File: src/rtl/circular_double_ended_queue_top_assert.svh
// Assertion macros for the circular deque top level.
// Included by circular_double_ended_queue_top.sv; needs no other file.
`ifndef CIRCULAR_DOUBLE_ENDED_QUEUE_TOP_ASSERT_SVH
`define CIRCULAR_DOUBLE_ENDED_QUEUE_TOP_ASSERT_SVH
`ifndef ASSERT_OFF
// Condition that must hold at every sampled edge out of reset
`define CDQ_ASSERT_ALWAYS(lbl, ck, rstn, cond) \
    lbl: assert property (@(posedge ck) disable iff (!rstn) (cond)) \
        else $error("cdq assertion failed: invariant");
// Antecedent in this cycle implies consequent in the next cycle
`define CDQ_ASSERT_NEXT(lbl, ck, rstn, ante, cons) \
    lbl: assert property (@(posedge ck) disable iff (!rstn) (ante) |=> (cons)) \
        else $error("cdq assertion failed: next-cycle check");
`else
`define CDQ_ASSERT_ALWAYS(lbl, ck, rstn, cond)
`define CDQ_ASSERT_NEXT(lbl, ck, rstn, ante, cons)
`endif
`endif

File: src/rtl/cdq_pkg.sv
// Shared types and constants for the circular deque.
// No dependencies; imported by every RTL file of the block.
package cdq_pkg;

    // Default build sizes
    localparam int DEPTH_DEF     = 16;
    localparam int WORD_BITS_DEF = 32;

    // Fixed field widths of the beats
    localparam int CAP_W  = 5;
    localparam int VAL_W  = 32;
    localparam int OCC_W  = 5;
    localparam int OP_W   = 2;
    localparam int STAT_W = 2;

    // Capacity register value after reset (clamped to the built depth)
    localparam int CAP_RESET = 16;

    // Operation codes
    localparam logic [OP_W-1:0] OP_PUSH_BACK  = 2'd0;
    localparam logic [OP_W-1:0] OP_PUSH_FRONT = 2'd1;
    localparam logic [OP_W-1:0] OP_POP_BACK   = 2'd2;
    localparam logic [OP_W-1:0] OP_POP_FRONT  = 2'd3;

    // Status codes
    localparam logic [STAT_W-1:0] ST_DONE  = 2'd0;
    localparam logic [STAT_W-1:0] ST_FULL  = 2'd1;
    localparam logic [STAT_W-1:0] ST_EMPTY = 2'd2;

    // Sequencer states
    typedef enum logic {
        CDQ_IDLE,
        CDQ_READ
    } cdq_state_t;

    // Input beat
    typedef struct packed {
        logic [OP_W-1:0]         operation;
        logic signed [VAL_W-1:0] push_value;
    } cdq_in_t;

    // Result beat
    typedef struct packed {
        logic [STAT_W-1:0]       status;
        logic signed [VAL_W-1:0] popped_value;
        logic [OCC_W-1:0]        occupancy;
    } cdq_out_t;

endpackage

File: src/rtl/cdq_slot_ram.sv
// Single-port slot memory of the circular deque, registered read data.
// Depends on cdq_pkg for default sizes.
module cdq_slot_ram #(
    parameter int DEPTH     = cdq_pkg::DEPTH_DEF,
    parameter int WORD_BITS = cdq_pkg::WORD_BITS_DEF
) (
    input  logic                         clk,
    input  logic                         en,
    input  logic                         we,
    input  logic [$clog2(DEPTH)-1:0]     addr,
    input  logic [WORD_BITS-1:0]         wdata,
    output logic [WORD_BITS-1:0]         rdata
);
    import cdq_pkg::*;

    logic [WORD_BITS-1:0] slot_mem [DEPTH];
    logic [WORD_BITS-1:0] rdata_reg;

    // One access per cycle: write, or read into the data register
    always_ff @(posedge clk)
    begin
        if (en)
        begin
            if (we)
            begin
                slot_mem[addr] <= wdata;
            end
            else
            begin
                rdata_reg <= slot_mem[addr];
            end
        end
    end

    assign rdata = rdata_reg;

endmodule

File: src/rtl/circular_double_ended_queue_top.sv
// Circular deque of signed words: top level with sequencer and result buffer.
// Depends on cdq_pkg, cdq_slot_ram and circular_double_ended_queue_top_assert.svh.
//
// A ring-buffer deque held in a single-port synchronous RAM of DEPTH slots.
// Each input beat pushes or pops at either end and yields exactly one result
// beat (status, popped word, occupancy after the operation). A push, or any
// operation rejected as full or empty, builds its result when accepted; a
// successful pop waits in CDQ_READ for the registered RAM read. Results leave
// through an output register backed by a one-entry skid buffer, so a new
// item is taken while an earlier result still waits. The slot RAM needs no
// clearing after reset; only written slots are ever read.
module circular_double_ended_queue_top #(
    parameter int DEPTH     = cdq_pkg::DEPTH_DEF,
    parameter int WORD_BITS = cdq_pkg::WORD_BITS_DEF
) (
    input  logic                              clk,
    input  logic                              rst_n,
    input  logic                              cfg_wr_en,
    input  logic [cdq_pkg::CAP_W-1:0]         cfg_wr_data,
    input  logic                              in_valid,
    output logic                              in_ready,
    input  cdq_pkg::cdq_in_t                  in_data,
    output logic                              out_valid,
    input  logic                              out_ready,
    output cdq_pkg::cdq_out_t                 out_data
);
    import cdq_pkg::*;

    localparam int IDX_W   = $clog2(DEPTH);
    localparam int CW      = IDX_W + 1;
    localparam int CAP_RST = (DEPTH < CAP_RESET) ? DEPTH : CAP_RESET;

    // Index stepping with wrap at the effective capacity
    function automatic logic [IDX_W-1:0] step_up(input logic [IDX_W-1:0] idx,
                                                 input logic [CW-1:0] cap);
        logic [CW-1:0] nxt;
        nxt = {1'b0, idx} + CW'(1);
        return (nxt >= cap) ? '0 : nxt[IDX_W-1:0];
    endfunction

    function automatic logic [IDX_W-1:0] step_down(input logic [IDX_W-1:0] idx,
                                                   input logic [CW-1:0] cap);
        logic [CW-1:0] top;
        top = cap - CW'(1);
        return (idx == '0 || {1'b0, idx} > cap) ? top[IDX_W-1:0] : idx - IDX_W'(1);
    endfunction

    cdq_state_t state_reg, state_next;

    logic [CW-1:0]    cap_reg;
    logic [CW-1:0]    count_reg, count_next;
    logic [IDX_W-1:0] front_reg, front_next;
    logic [IDX_W-1:0] back_reg, back_next;

    logic                  ram_en, ram_we;
    logic [IDX_W-1:0]      ram_addr;
    logic [WORD_BITS-1:0]  ram_wdata, ram_rdata;
    logic signed [WORD_BITS-1:0] rd_word;

    logic     in_fire;
    logic     res_load;
    cdq_out_t res;

    cdq_out_t out_data_reg, skid_data_reg;
    logic     out_valid_reg, skid_valid_reg;
    logic     out_free;

    // Capacity register, clamped to 1..DEPTH on write
    always_ff @(posedge clk or negedge rst_n)
    begin
        if (!rst_n)
        begin
            cap_reg <= CW'(CAP_RST);
        end
        else if (cfg_wr_en)
        begin
            if (cfg_wr_data == '0)
            begin
                cap_reg <= CW'(1);
            end
            else if (32'(cfg_wr_data) > 32'(DEPTH))
            begin
                cap_reg <= CW'(DEPTH);
            end
            else
            begin
                cap_reg <= CW'(cfg_wr_data);
            end
        end
    end

    // Slot storage
    cdq_slot_ram #(
        .DEPTH     (DEPTH),
        .WORD_BITS (WORD_BITS)
    ) u_slot_ram (
        .clk   (clk),
        .en    (ram_en),
        .we    (ram_we),
        .addr  (ram_addr),
        .wdata (ram_wdata),
        .rdata (ram_rdata)
    );

    assign rd_word   = ram_rdata;
    assign ram_wdata = WORD_BITS'(in_data.push_value);
    assign in_fire   = in_valid && in_ready;

    // Sequencer state and deque pointers
    always_ff @(posedge clk or negedge rst_n)
    begin
        if (!rst_n)
        begin
            state_reg <= CDQ_IDLE;
            count_reg <= '0;
            front_reg <= '0;
            back_reg  <= '0;
        end
        else
        begin
            state_reg <= state_next;
            count_reg <= count_next;
            front_reg <= front_next;
            back_reg  <= back_next;
        end
    end

    // Operation decode, pointer update, RAM access and result build
    always_comb
    begin
        state_next       = state_reg;
        count_next       = count_reg;
        front_next       = front_reg;
        back_next        = back_reg;
        ram_en           = 1'b0;
        ram_we           = 1'b0;
        ram_addr         = back_reg;
        res_load         = 1'b0;
        res.status       = ST_DONE;
        res.popped_value = '0;
        res.occupancy    = OCC_W'(count_reg);
        in_ready         = (state_reg == CDQ_IDLE) && !skid_valid_reg;

        case (state_reg)
            CDQ_IDLE:
            begin
                if (in_fire)
                begin
                    if (in_data.operation inside {OP_PUSH_BACK, OP_PUSH_FRONT})
                    begin
                        res_load = 1'b1;
                        if (count_reg >= cap_reg)
                        begin
                            res.status = ST_FULL;
                        end
                        else
                        begin
                            ram_en = 1'b1;
                            ram_we = 1'b1;
                            if (count_reg == '0)
                            begin
                                front_next = '0;
                                back_next  = '0;
                                ram_addr   = '0;
                            end
                            else if (in_data.operation == OP_PUSH_BACK)
                            begin
                                back_next = step_up(back_reg, cap_reg);
                                ram_addr  = back_next;
                            end
                            else
                            begin
                                front_next = step_down(front_reg, cap_reg);
                                ram_addr   = front_next;
                            end
                            count_next    = count_reg + CW'(1);
                            res.occupancy = OCC_W'(count_next);
                        end
                    end
                    else
                    begin
                        if (count_reg == '0)
                        begin
                            res_load   = 1'b1;
                            res.status = ST_EMPTY;
                        end
                        else
                        begin
                            // Read the slot now, deliver it next cycle
                            ram_en = 1'b1;
                            if (in_data.operation == OP_POP_BACK)
                            begin
                                ram_addr  = back_reg;
                                back_next = step_down(back_reg, cap_reg);
                            end
                            else
                            begin
                                ram_addr   = front_reg;
                                front_next = step_up(front_reg, cap_reg);
                            end
                            count_next = count_reg - CW'(1);
                            if (count_next == '0)
                            begin
                                front_next = '0;
                                back_next  = '0;
                            end
                            state_next = CDQ_READ;
                        end
                    end
                end
            end
            CDQ_READ:
            begin
                res_load         = 1'b1;
                res.popped_value = VAL_W'(rd_word);
                state_next       = CDQ_IDLE;
            end
            default:
            begin
                state_next = CDQ_IDLE;
            end
        endcase
    end

    // Output register with one-entry skid buffer
    assign out_free = !out_valid_reg || out_ready;

    always_ff @(posedge clk or negedge rst_n)
    begin
        if (!rst_n)
        begin
            out_valid_reg  <= 1'b0;
            skid_valid_reg <= 1'b0;
        end
        else if (out_free)
        begin
            if (skid_valid_reg)
            begin
                out_valid_reg  <= 1'b1;
                skid_valid_reg <= res_load;
            end
            else
            begin
                out_valid_reg <= res_load;
            end
        end
        else if (res_load)
        begin
            skid_valid_reg <= 1'b1;
        end
    end

    always_ff @(posedge clk)
    begin
        if (out_free)
        begin
            if (skid_valid_reg)
            begin
                out_data_reg <= skid_data_reg;
                if (res_load)
                begin
                    skid_data_reg <= res;
                end
            end
            else if (res_load)
            begin
                out_data_reg <= res;
            end
        end
        else if (res_load)
        begin
            skid_data_reg <= res;
        end
    end

    assign out_valid = out_valid_reg;
    assign out_data  = out_data_reg;

    // Checks
`include "circular_double_ended_queue_top_assert.svh"

    `CDQ_ASSERT_ALWAYS(a_skid_behind_out, clk, rst_n, !skid_valid_reg || out_valid_reg)
    `CDQ_ASSERT_ALWAYS(a_empty_at_origin, clk, rst_n,
        count_reg != '0 || (front_reg == '0 && back_reg == '0))
    `CDQ_ASSERT_NEXT(a_read_delivers, clk, rst_n, state_reg == CDQ_READ,
        state_reg == CDQ_IDLE && out_valid_reg)
    `CDQ_ASSERT_NEXT(a_push_counts, clk, rst_n, ram_en && ram_we,
        count_reg == $past(count_reg) + CW'(1))

endmodule

File: config.mk
export PLATFORM = sky130hd
export DESIGN_NAME = circular_double_ended_queue_top
export DESIGN_NICKNAME = d
export VERILOG_FILES = /design/src/rtl/cdq_pkg.sv /design/src/rtl/cdq_slot_ram.sv /design/src/rtl/circular_double_ended_queue_top.sv
export VERILOG_INCLUDE_DIRS = /design/src /design/src/rtl
export SDC_FILE = /design/constraint.sdc
export NUM_CORES = 1
export LEC_CHECK = 0
export ABC_AREA = 1
export BUFFER_PORTS_ARGS = -buffer_cell sky130_fd_sc_hd__buf_2
export CAP_MARGIN = 5
export CELL_PAD_IN_SITES_DETAIL_PLACEMENT = 1
export CELL_PAD_IN_SITES_GLOBAL_PLACEMENT = 2
export CORE_MARGIN = 10
export CORE_UTILIZATION = 30
export CTS_CLUSTER_SIZE = 28
export DETAILED_ROUTE_END_ITERATION = 8
export GPL_TIMING_DRIVEN = 0
export PLACE_DENSITY_LB_ADDON = 0.15
export RECOVER_POWER = 100
export SYNTH_ARGS = -nofsm -noshare
export SYNTH_HDL_FRONTEND = slang
export SYNTH_HIERARCHICAL = 1
export SYNTH_SLANG_ARGS = --single-unit
File: constraint.sdc
create_clock -name clk -period 6.15 [get_ports clk]
set_clock_uncertainty 0.15 [all_clocks]
set_input_delay 0.9225 -clock clk [delete_from_list [all_inputs] [get_ports clk]]
set_output_delay 0.9225 -clock clk [all_outputs]
set_load 0.02 [all_outputs]
# Yosys cells after proc, flatten, opt, wreduce, memory -nomap -nowiden
# Memory sizes are Yosys's and may differ from the RTL's. A register that Yosys moved wholly into a read port is not among the register bits.
# Cells that the tools add are included.
[word_totals]
out_inout_bits = 41
n_memories = 1
register_bits = 99
ramBits = 512
elab_cells = 126
[classes]
magnitude_cmp = 6
reduce_logical = 22
n_eq_ne = 8
addsub = 7
mux = 67
n_bitwise = 2
[mem_list]
columns = ["name", "words", "width", "read_ports", "rd_ports_with_merged_regs", "write_ports", "line_no", "source"]
rows = [
  ["u_slot_ram.slot_mem", 16, 32, 1, 1, 1, "cdq_slot_ram.sv:16", "logic [WORD_BITS-1:0] slot_mem [DEPTH];"],
]
[op_table]
columns = ["cell", "n"]
rows = [
  ["$mux W39", 5],
  ["$mux W4", 26],
  ["$mux W5", 8],
  ["$mux W32", 1],
  ["$mux W1", 21],
  ["$ge A5 B5 Y1", 3],
  ["$logic_not A5 Y1", 3],
  ["$reduce_and A6 Y1", 2],
  ["$sub A4 B1 Y4 const B", 3],
  ["$add A4 B1 Y5 const B", 2],
  ["$gt A4 B5 Y1", 2],
  ["$ne A3 B2 Y1 const B", 3],
  ["$logic_not A4 Y1", 2],
  ["$mux W2", 4],
  ["$ne A2 B2 Y1 const B", 3],
  ["$reduce_bool A2 Y1", 3],
  ["$add A5 B1 Y5 const B", 1],
  ["$gt A5 B5 Y1 const B", 1],
  ["$sub A5 B1 Y5 const B", 1],
  ["$pmux W1 S2", 2],
  ["$reduce_and A2 Y1", 2],
  ["$logic_or A1 B1 Y1", 3],
  ["$reduce_and A3 Y1", 1],
  ["$reduce_bool A3 Y1", 1],
  ["6 further kinds", 9],
]

# Depth between registers and ports, before layout
# Gate-level depths: netlist of run 1.
[logic_depth]
ltp_word = 9
ltp_mapped = 25
depth_no_buf = 22

# Cells and area by module
# Netlist of run 1, hierarchy kept.
[by_module_without_submodules]
columns = ["mod", "n_inst", "area_each_um2", "seq_area_each_um2", "cells_per_inst"]
rows = [
  ["cdq_slot_ram", 1, 22549.1, 16335.7, 2117],
  ["circular_double_ended_queue_top", 1, 5420.2, 2869.0, 596],
]

# Least setup slack after synthesis of run 1
# Ideal clock, no wire load.
[synth_timing]
kind = "register to register"
from = "reg back_reg[0]"
to = "mem u_slot_ram/slot_mem[0][0] (netlist name), enable pin"
synth_period_minus_slack_ps = 4437
arrival_time_ps = 3866
setup_time_ps = 421
path_buffers = 3
path_stages_with_launch = 21
setup_slack_ps = 1713
required_ps = 5579
path_cell_list = "dfrtp_1 > inv_1 > ha_1 > ha_1 > nand2_1 > nor2_1 > a22oi_1 > nand2_1 > inv_1 > nand2_1 > nand2_1 > nand3_1 > nand2_1 > nand2_1 > nand2_1 > buf_2 > inv_1 > buf_2 > buf_2 > nand3_1 > nor2_1"
[synth_between]
elab_chain_len = 9
elab_cells_between_ends = 11
cone_classes = "add/sub: 1; order compare: 1; mux: 9"
[synth_rtl]
columns = ["element", "line_no", "source"]
rows = [
  ["from (decl)", "circular_double_ended_queue_top.sv:53", "logic [IDX_W-1:0] back_reg, back_next;"],
  ["from (signal assigned)", "circular_double_ended_queue_top.sv:124", "back_reg <= back_next;"],
  ["$add A4 B1 Y5 (*)", "circular_double_ended_queue_top.sv:37", "nxt = {1'b0, idx} + CW'(1);"],
  ["$ge A5 B5 Y1", "circular_double_ended_queue_top.sv:38", "return (nxt >= cap) ? '0 : nxt[IDX_W-1:0];"],
  ["$mux W4 (*)", "circular_double_ended_queue_top.sv:38", ""],
  ["$mux W4 (*)", "circular_double_ended_queue_top.sv:166", "else if (in_data.operation == OP_PUSH_BACK)"],
  ["$mux W4 (*)", "circular_double_ended_queue_top.sv:160", "if (count_reg == '0)"],
  ["$mux W4 (*)", "circular_double_ended_queue_top.sv:152", "if (count_reg >= cap_reg)"],
  ["$mux W4 (*)", "circular_double_ended_queue_top.sv:149", "if (in_data.operation inside {OP_PUSH_BACK, OP_PUSH_FRONT})"],
  ["$mux W4 (*)", "circular_double_ended_queue_top.sv:147", "if (in_fire)"],
  ["$mux W4 (*)", "circular_double_ended_queue_top.sv:144", "case (state_reg)"],
  ["named net ram_addr[1]", "circular_double_ended_queue_top.sv:56", "logic [IDX_W-1:0] ram_addr;"],
  ["to (decl)", "cdq_slot_ram.sv:16", ""],
]
# Mark *: on every way through the listed nets, which the timed path passes. The rest lies on a longest branch.

# Final worst setup path of run 1
[layout_timing]
from = "reg back_reg[2]"
to = "mem u_slot_ram/slot_mem[5][4] (netlist name), enable pin"
[layout_between]
elab_chain_len = 9
elab_cells_between_ends = 11
cone_classes = "add/sub: 1; order compare: 1; mux: 9"
[layout_rtl]
columns = ["element", "line_no"]
rows = [
  ["$add A4 B1 Y5", "circular_double_ended_queue_top.sv:37"],
  ["$ge A5 B5 Y1", "circular_double_ended_queue_top.sv:38"],
  ["$mux W4", "circular_double_ended_queue_top.sv:38"],
  ["$mux W4", "circular_double_ended_queue_top.sv:166"],
  ["$mux W4", "circular_double_ended_queue_top.sv:160"],
  ["$mux W4", "circular_double_ended_queue_top.sv:152"],
  ["$mux W4", "circular_double_ended_queue_top.sv:149"],
  ["$mux W4", "circular_double_ended_queue_top.sv:147"],
  ["$mux W4 (*)", "circular_double_ended_queue_top.sv:144"],
  ["named net ram_addr[2]", "circular_double_ended_queue_top.sv:56"],
]
# Marks and branches as above.

==> qor.yml, run 1 <==
outcome: "finished with violations"
violations: "max-capacitance violations, max-slew violations"
dieArea_um2: 106000
async_reset_ff_share_pct: 3.27
path_class: "reg2reg"
synthTopCellsByCount: "1543 x nand2_1, 622 x edfxtp_1, 154 x inv_1, 55 x o21ai_0, 46 x nor2_1"
rows: 111
cp.arrival_ns: 5.92
grt_start_max_net_pins: 36
cts_tree: "yes"
layout-drive-gt1-share_pct: 8.26
io_pins: 85
hpwl_um: 60400
cts_resized: 0
drtIter0Drc: 1022
num_vias: 18900
ir_worst_vdd_mv: 0.221
finalHoldViolations: 0
clkSinkCount: 643
cp.required_ns: 6.32
area_growth_pct: 16.9
synth_area_um2: 28000
drc: 0
drv_slew: 91
syn_nets: 2788
crit_fanout: 17
root_buffer: "clkbuf_16"
dr.pass1.iters: 5
largest_reg_flops: 512
core-area_um2: 92100
die_h_um: 325
yosys_warnings: 6
ys_types: 43
gp_congestion: 0.780
ys_ff_latch: 643
grt_overflow_total: 0
avgRoutedWirePerCell_um: 20.4
hold_path_class: "reg2reg"
preCtsSetupSlack_ns: 0.416
grtUsageTotal_pct: 16.1
synthFlopType: "edfxtp_1"
post-route-min-period_ns: 5.75
syn_area_per_cell_um2: 10.3
setup_violations: 0
power.total_w: 0.0156
drt-vias-per-instance: 4.50
critPathLaunchType: "register"
synth.area.top_cells: "edfxtp_1 67%, nand2_1 21%, inv_1 2.1%"
fin_ws_ns: 0.402
synthCells: 2713
cts_setup_buffers: 0
grt_pass1_wl_um: 128000
grt_pass1_vias: 20000
antenna_found_initial: 7
clockBufferDepth: 3
slew_headroom_pct: -71.8
yosysSeqAreaShare_pct: 68.7
fmax_mhz: 174
clk_pin_slew_ns: 0.06
netlist.area_leader.share_pct: 66.8
clock_latency_ns: 0.64
leakagePower_nw: 13.6
rsz0062_at_grt: "false"
die_w_um: 325
yosys.area.top_type: "edfxtp_1"
io_buffers: 83
tightest_slew_ns: 2.57
final_nets: 2969
drtAntennaViolNets: 0
synth_edf_count: 622
htreeDepth: 3
wl_um: 85600
initial_core_util_pct: 30.4
cts_hold_buf: 0
maxCapViolations: 3
finalCritPeriodShare_pct: 93.5
power_density_nw_per_um2: 478
synth_most_common_cell: "nand2_1"
end_kind: "register"
numCtsBuffers: 77
-- routing by layer --
layer	vias up	routed length, um	global-route usage, %
li1	9169	-	-
met1	9367	40000	21.3
met2	261	41000	27.2
met3	111	2850	2.48
met4	0	1790	4.07
met5	-	0	0
-- report_power, final --
part	switching, W	internal, W	total [W]	leakage [nW]
sequential	0.000156	0.00525	0.00540	5.92
combinational	0.00424	0.00151	0.00574	6.47
clock	0.00182	0.00267	0.00449	1.21
-- placed cells by master, fill, tap and decap left out, drive strengths merged --
master / instances
o21ai: 58
nand3: 38
edfxtp: 622
o211ai: 2
o21a: 3
or2: 2
dfrtp: 20
nand4: 6
and2: 1
o21ba: 1
dfstp: 1
xnor2: 3
inv: 161
a31oi: 2
a21boi: 1
xor2: 13
ha: 31
nor2: 48
a21oi: 25
clkinv: 39
nand2: 1551
diode: 2
o22ai: 7
bufinv: 6
nor3: 2
a22oi: 1
clkbuf: 201
clkinvlp: 2
buf: 107
-- final timing paths --
path	cells past startpoint	start	end	slack (ns)
hold / removal	2	u_slot_ram/rdata[3]	skid_data_reg[8]	0.38
setup / recovery	19	back_reg[2]	u_slot_ram/slot_mem[5][4]	0.40
setup reg to reg	19	back_reg[2]	u_slot_ram/slot_mem[5][4]	0.40
min in group asynchronous	1	rst_n	cap_reg[1]	0.48
hold reg to reg	2	u_slot_ram/rdata[3]	skid_data_reg[8]	0.38
max in group asynchronous	1	rst_n	state_reg	4.46
-- worst max-delay path, stage by stage (launching register included) --
cell	delay, ns
dfrtp_1	0.35
clkbuf_1	0.32
nand3_1	0.14
xor2_1	0.29
ha_1	0.29
nand2_1	0.09
nor2_1	0.04
a22oi_1	0.18
nand3_1	0.18
a21oi_1	0.16
nand2_1	0.07
nand2_1	0.07
nand2_1	0.06
nand2_1	0.17
inv_1	0.09
nor2_1	1.02
buf_2	0.50
inv_1	0.26
nor2_4	0.68
buf_12	0.27
-- layout make-up --
type / count / area, um2
diodes: 2 / 5.00
multi-input cells: 1795 / 7440
plain buffers: 113 / 729
clock inverters: 46 / 384
flip-flops and latches: 643 / 19200
fillers: 10300 / 59400
inverters: 162 / 616
repair buffers: 102 / 661
clock buffers: 93 / 2090
well taps: 1243 / 1560
-- through the flow --
stage / TNS, ns / area (um2) / util, % / instances / hold WS (ns)
6_report: 0 / 32700 / 35.5 / 4199 / 0.376
5_1_grt: 0 / 32700 / 35.5 / 4198 / 0.354
4_1_cts: 0 / 33000 / 35.8 / 4197 / 0.121
3_5_place_dp: 0 / 30500 / 33.1 / 4058 / 0.370
3_3_place_gp: -628.92 / 29900 / 32.5 / 4039 / 0.361
2_1_floorplan: 0 / 28000 / - / 2713 / 0.344
-- cells by family (layout without fill, tap and decap cells) --
| group | count (synthesis) | in the layout | synth area share (%) |
|---|---|---|---|
| xor+xnor | 16 | 16 | 0.528 |
| flops | 643 | 643 | 68.7 |
| fa+ha+maj | 31 | 31 | 1.39 |
| simple gates | 1648 | 1648 | 22.6 |
| buf+inv | 275 | 516 | 4.82 |
| compound gates | 100 | 100 | 1.99 |
| other cells | 0 | 2 | 0 |
Note: power is estimated with default switching activity, not from simulation.
==> run 2: changes to the inputs <==
--- a/config.mk
+++ b/config.mk
@@ -7,7 +7,7 @@
 export NUM_CORES = 1
 export LEC_CHECK = 0
 export ABC_AREA = 1
-export BUFFER_PORTS_ARGS = -buffer_cell sky130_fd_sc_hd__buf_2
+export BUFFER_PORTS_ARGS = -buffer_cell sky130_fd_sc_hd__clkbuf_2
 export CAP_MARGIN = 5
 export CELL_PAD_IN_SITES_DETAIL_PLACEMENT = 1
 export CELL_PAD_IN_SITES_GLOBAL_PLACEMENT = 2
==> run 2 against run 1 <==
Compared with the run above:
- the flow still finishes with violations (max-capacitance violations, max-slew violations)
- non-clock buffer count stayed put
- critical endpoint is now u_slot_ram/slot_mem[0][13]
- clock power increased by 2%
- largest cell class unchanged
- total power rose by 0.43%
- design area rose by 0.16%
- highest routed layer unchanged
- critical path depth is the same
==> qor.yml, run 2 (same netlist as run 1, synthesis figures left out) <==
outcome: "finished with violations"
violations: "max-capacitance violations, max-slew violations"
placed_cells: 4058  # unchanged
clock_latency_ns: 0.63  # about the same
ir_worst_vdd_mv: 0.227  # +2.8%
io_buffers: 83  # unchanged
cp.required_ns: 6.32  # about the same
wl_um: 86100  # +0.51%
drc: 0  # unchanged
dr.pass1.iters: 5  # unchanged
r2r_slack_ns: 0.50  # +0.10 ns
rows: 111  # unchanged
slew_headroom_pct: -67.0  # +4.9 points
numCtsBuffers: 79  # +2.6%
core-area_um2: 92100  # unchanged
rr_worst_depth: 19  # unchanged
critPathLaunchType: "register"
num_vias: 19000  # +0.32%
crit_fanout: 13  # -4
power_density_nw_per_um2: 480  # +0.26%
cts_hold_buf: 0  # unchanged
grt_pass1_wl_um: 130000  # +0.93%
placed_area_um2: 30500  # unchanged
cts_setup_buffers: 0  # unchanged
area_growth_pct: 17.1
drv_slew: 91  # unchanged
dieArea_um2: 106000  # unchanged
path_class: "reg2reg"
maxCapViolations: 3  # unchanged
drt-vias-per-instance: 4.51  # +0.20%
highest_layer: "met4"
setup_violations: 0  # unchanged
layout_common_cells: "1547 x nand2_1, 622 x edfxtp_1, 156 x inv_1, 121 x clkbuf_1, 82 x clkbuf_16"
initial_core_util_pct: 30.4  # unchanged
avgRoutedWirePerCell_um: 20.5  # +0.39%
cp-endpoint: "u_slot_ram/slot_mem[0][13]"
htreeDepth: 3  # unchanged
drtIter0Drc: 1104  # +8.0%
stdcell_area_um2: 32700  # +0.16%
rsz0062_at_grt: "false"
drtAntennaViolNets: 0  # unchanged
leakagePower_nw: 13.6  # about the same
finalHoldViolations: 0  # unchanged
clk_pin_slew_ns: 0.06  # about the same
finalCritPeriodShare_pct: 91.8  # -1.6 points
final_nets: 2971  # +0.067%
die_w_um: 325  # unchanged
multi_input_area_um2: 7430  # -0.17%
die_h_um: 325  # unchanged
cp-startpoint: "cap_reg[4]"
final_common_cell: "nand2_1"
r2r_start: "cap_reg[4]"
antenna_found_initial: 6  # -1
fmax_mhz: 177  # +1.8%
met3WireLength_um: 2690  # -5.8%
post-route-min-period_ns: 5.65  # -0.0996 ns
largest_reg_flops: 512  # unchanged
grt_start_max_net_pins: 36  # unchanged
fillers: 10300  # -0.15%
final_cells: 4204  # +0.12%
cts_tree: "yes"
timing.rr.end: "u_slot_ram/slot_mem[0][13]"
gp_congestion: 0.777  # -0.40%
clockBufferDepth: 3  # unchanged
hpwl_um: 60700  # +0.56%
tightest_slew_ns: 2.50  # -0.0726 ns
cp.arrival_ns: 5.82  # -0.10 ns
grt_overflow_total: 0  # unchanged
clkSinkCount: 643  # unchanged
hold_path_class: "reg2reg"
root_buffer: "clkbuf_16"
grt_pass1_vias: 20100  # +0.59%
end_kind: "register"
layout-drive-gt1-share_pct: 8.42  # +0.16 points
hold_depth: 2  # unchanged
grtUsageTotal_pct: 16.1  # +0.046 points
io_pins: 85  # unchanged
route.met2.wl_um: 41300  # +0.85%
regArea_um2: 19200  # unchanged
wl_met1_um: 40700  # +1.6%
cts_resized: 0  # unchanged
## run 2: worst min-delay path by stage
stage                               startpoint                end
after floorplan               skid_data_reg[1]        out_data[1]
after global placement    u_slot_ram/rdata[20]  skid_data_reg[25]
after detailed placement     skid_data_reg[11]       out_data[11]
after CTS                                rst_n         cap_reg[1]
after global routing                 cfg_wr_en         cap_reg[0]
final                        skid_data_reg[11]       out_data[11]
## run 2: worst max-delay path: stages, from the launching register on
cell      delay, ns
dfstp_2        0.52
inv_1          0.16
ha_1           0.36
nand2_1        0.05
inv_1          0.07
o21ai_0        0.10
nand3_1        0.22
clkinv_1       0.34
nand2_1        0.15
a21oi_1        0.05
nand2_1        0.07
nand2_1        0.06
nand2_1        0.07
nand2_1        0.12
nor2_1         0.98
buf_2          0.46
inv_1          0.24
nor2_4         0.36
clkbuf_2       0.53
buf_16         0.22
## run 2: per-stage QoR
step                      setup TNS, ns  setup slack (ns)  utilization [%]  hold WS (ns)  total power (W)
final                                 0             0.502             35.6         0.376           0.0157
after global routing                  0             0.125             35.6         0.376           0.0168
after CTS                             0             0.443             35.9         0.158           0.0161
after detailed placement              0             0.491             33.1         0.368           0.0114
after global placement          -628.46             -1.74             32.5         0.361           0.0112
after floorplan                       0              1.71                -         0.344          0.00896
## run 2: where the power goes
part	internal [W]	switching, W
clock	0.00274	0.00184
combinational	0.00150	0.00422
sequential	0.00525	0.000154
## run 2: area by class of cell
class,count,area share (%)
timing repair buffer,102,2.03
antenna,2,0.0153
sequential,643,58.7
inverter,162,1.88
multi-input combinational,1795,22.7
clock buffer,100,6.47
clock inverter,44,1.29
tap,1243,4.75
buffer,113,2.23
## run 2: metal layers
layer / GRT usage, % / up-vias
met5: 0 / -
met4: 3.55 / 0
li1: - / 9172
met1: 21.7 / 9411
met3: 2.32 / 95
met2: 27.3 / 291
==> run 3: changes to the inputs <==
--- a/config.mk
+++ b/config.mk
@@ -12,7 +12,7 @@
 export CELL_PAD_IN_SITES_DETAIL_PLACEMENT = 1
 export CELL_PAD_IN_SITES_GLOBAL_PLACEMENT = 2
 export CORE_MARGIN = 10
-export CORE_UTILIZATION = 30
+export CORE_UTILIZATION = 41
 export CTS_CLUSTER_SIZE = 28
 export DETAILED_ROUTE_END_ITERATION = 8
 export GPL_TIMING_DRIVEN = 0
==> run 3 against run 2 <==
Compared with the run above:
- final cell count shrank 9.1%
- non-clock buffer count is the same
- sequential cell count is the same
- register-to-register slack gained 0.14 ns
- combinational power shrank 0.9%
- the flow still finishes with violations (max-capacitance violations, max-slew violations)
- via count grew 1.3%
- clock power shrank 7.0%
- setup slack gained 0.14 ns
- global-route usage grew 4.3 points
- utilization grew 12 points
- clock-buffer cell count shrank 14
- maximum frequency grew 2.6%
==> qor.yml, run 3 (same netlist as run 1, synthesis figures left out) <==
outcome: "finished with violations"
violations: "max-capacitance violations, max-slew violations"
drtAntennaViolNets: 0  # unchanged
fillers: 7403  # -28%
ir_worst_vdd_mv: 0.224  # -1.6%
clkSinkCount: 643  # unchanged
clockBufferDepth: 3  # unchanged
tns_ns: 0  # unchanged
dr.pass1.iters: 5  # unchanged
finalHoldViolations: 0  # unchanged
placed_area_um2: 30000  # -1.6%
grt_overflow_total: 0  # unchanged
stdcell_area_um2: 32000  # -2.1%
num_vias: 19200  # +1.3%
leakagePower_nw: 13.5  # -0.82%
drv_slew: 100  # +9.9%
drt-vias-per-instance: 5.03  # +11%
clock_latency_ns: 0.62  # about the same
numCtsBuffers: 73  # -7.6%
cp_slowest_cell: "nor2_2"
drtIter0Drc: 1233  # +12%
die_h_um: 281  # -14%
cp.required_ns: 6.30  # -0.02 ns
maxCapViolations: 3  # unchanged
clk_pin_slew_ns: 0.06  # about the same
wl_um: 81400  # -5.4%
grt_pass1_vias: 20000  # -0.67%
hold_depth: 2  # unchanged
io_pins: 85  # unchanged
avgRoutedWirePerCell_um: 21.3  # +4.0%
root_buffer: "clkbuf_16"
rows: 95  # -14%
rsz0062_at_grt: "false"
area_growth_pct: 14.6
grt_pass1_wl_um: 121000  # -6.3%
die_w_um: 281  # -14%
crit_fanout: 20  # +7
grt_start_max_net_pins: 37  # +2.8%
setup_violations: 0  # unchanged
diodes: 0  # -2
tightest_slew_ns: 2.50  # +0.00233 ns
cts_setup_buffers: 0  # unchanged
fmax_mhz: 182  # +2.6%
critPathMaxStageDelay_ns: 0.83  # -0.15 ns
io_buffers: 83  # unchanged
post-route-min-period_ns: 5.50  # -0.144 ns
hold_path_class: "reg2reg"
gp_congestion: 0.805  # +3.7%
cts_hold_buf: 0  # unchanged
cp.arrival_ns: 5.65  # -0.17 ns
end_kind: "register"
hpwl_um: 56400  # -7.2%
layout-drive-gt1-share_pct: 8.11  # -0.31 points
power_density_nw_per_um2: 478  # -0.33%
htreeDepth: 3  # unchanged
largest_reg_flops: 512  # unchanged
grtUsageTotal_pct: 20.5  # +4.3 points
antenna_found_initial: 1  # -5
finalCritPeriodShare_pct: 89.5  # -2.3 points
path_class: "reg2reg"
cp_common_cell: "nand2_1"
initial_core_util_pct: 41.5  # +11 points
final_util_pct: 47.6  # +12 points
layout_common_cells: "1547 x nand2_1, 622 x edfxtp_1, 156 x inv_1, 117 x clkbuf_1, 75 x clkbuf_16"
critPathLaunchType: "register"
slew_headroom_pct: -67.1  # -0.16 points
final_nets: 2965  # -0.20%
cts_tree: "yes"
dieArea_um2: 79100  # -25%
rr_worst_depth: 20  # +1
core-area_um2: 67400  # -27%
cts_resized: 0  # unchanged
crit_chain: "inv_1, ha_1, ha_1, nand2_1, nor2_1, a22oi_1, nand2_1, inv_1, nand2_1, nand2_1, nand3_1, nand2_1, nand2_1, nand2_1, clkbuf_1, buf_2, buf_2, nand3_1, nor2_2, buf_12"
final_common_cell: "nand2_1"
drc: 0  # unchanged
[run 3: changes by cell type in the layout (fill, tap and decap cells not counted), sizes merged]
cell    before  now
bufinv       7    5
clkbuf     214  201
clkinv      32   36
inv        163  164
buf        101  100
diode        2    0
[run 3: per-stage QoR]
step	hold WS, ns	worst slack (ns)	cells	total power (W)
floorplan	0.344	1.71	2713	0.00896
global placement	0.361	-1.54	3669	0.0110
detailed placement	0.365	0.630	3687	0.0112
CTS	0.147	0.605	3820	0.0155
global route	0.399	0.261	3821	0.0163
finish	0.374	0.647	3821	0.0153
[run 3: worst max-delay path, delay by kind of cell (launching register included)]
| family | cells | cell delay [ns] |
|---|---|---|
| DFF | 1 | 0.53 |
| AOI/OAI and AO/OA | 1 | 0.21 |
| and+or+nand+nor | 11 | 1.89 |
| adders and majority gates | 2 | 0.69 |
| buffers and inverters | 6 | 1.66 |
[run 3: area by class of cell]
type                            count  area, um2  area share (%)
Sequential cell                   643      19200            59.9
Multi-Input combinational cell   1795       7440            23.2
Clock buffer                       86       1920            5.99
Tap cell                          873       1090            3.41
Buffer                            113        729            2.28
Timing Repair Buffer              102        653            2.04
Inverter                          162        614            1.92
Clock inverter                     47        395            1.23
[run 3: routing by layer]
metal | track usage, % | vias to the layer above | part of all wire, %
li1 | - | 9153 | -
met1 | 26.5 | 9570 | 44
met2 | 34.8 | 383 | 48
met3 | 3.97 | 112 | 5.1
met4 | 5.18 | 0 | 2.1
met5 | 0 | - | 0
[run 3: report_power, final]
part / internal, W / total [W] / switching [W]
Clock: 0.00245 / 0.00426 / 0.00180
Combinational: 0.00151 / 0.00567 / 0.00416
Sequential: 0.00525 / 0.00540 / 0.000148
[run 3: final timing paths]
path | start | end | slack (ns)
min in group asynchronous | rst_n | cap_reg[1] | 0.45
min reg2reg | u_slot_ram/rdata[17] | skid_data_reg[22] | 0.37
max reg2reg | back_reg[0] | u_slot_ram/slot_mem[10][11] | 0.65
min | u_slot_ram/rdata[17] | skid_data_reg[22] | 0.37
max | back_reg[0] | u_slot_ram/slot_mem[10][11] | 0.65
max in group asynchronous | rst_n | out_valid | 4.59
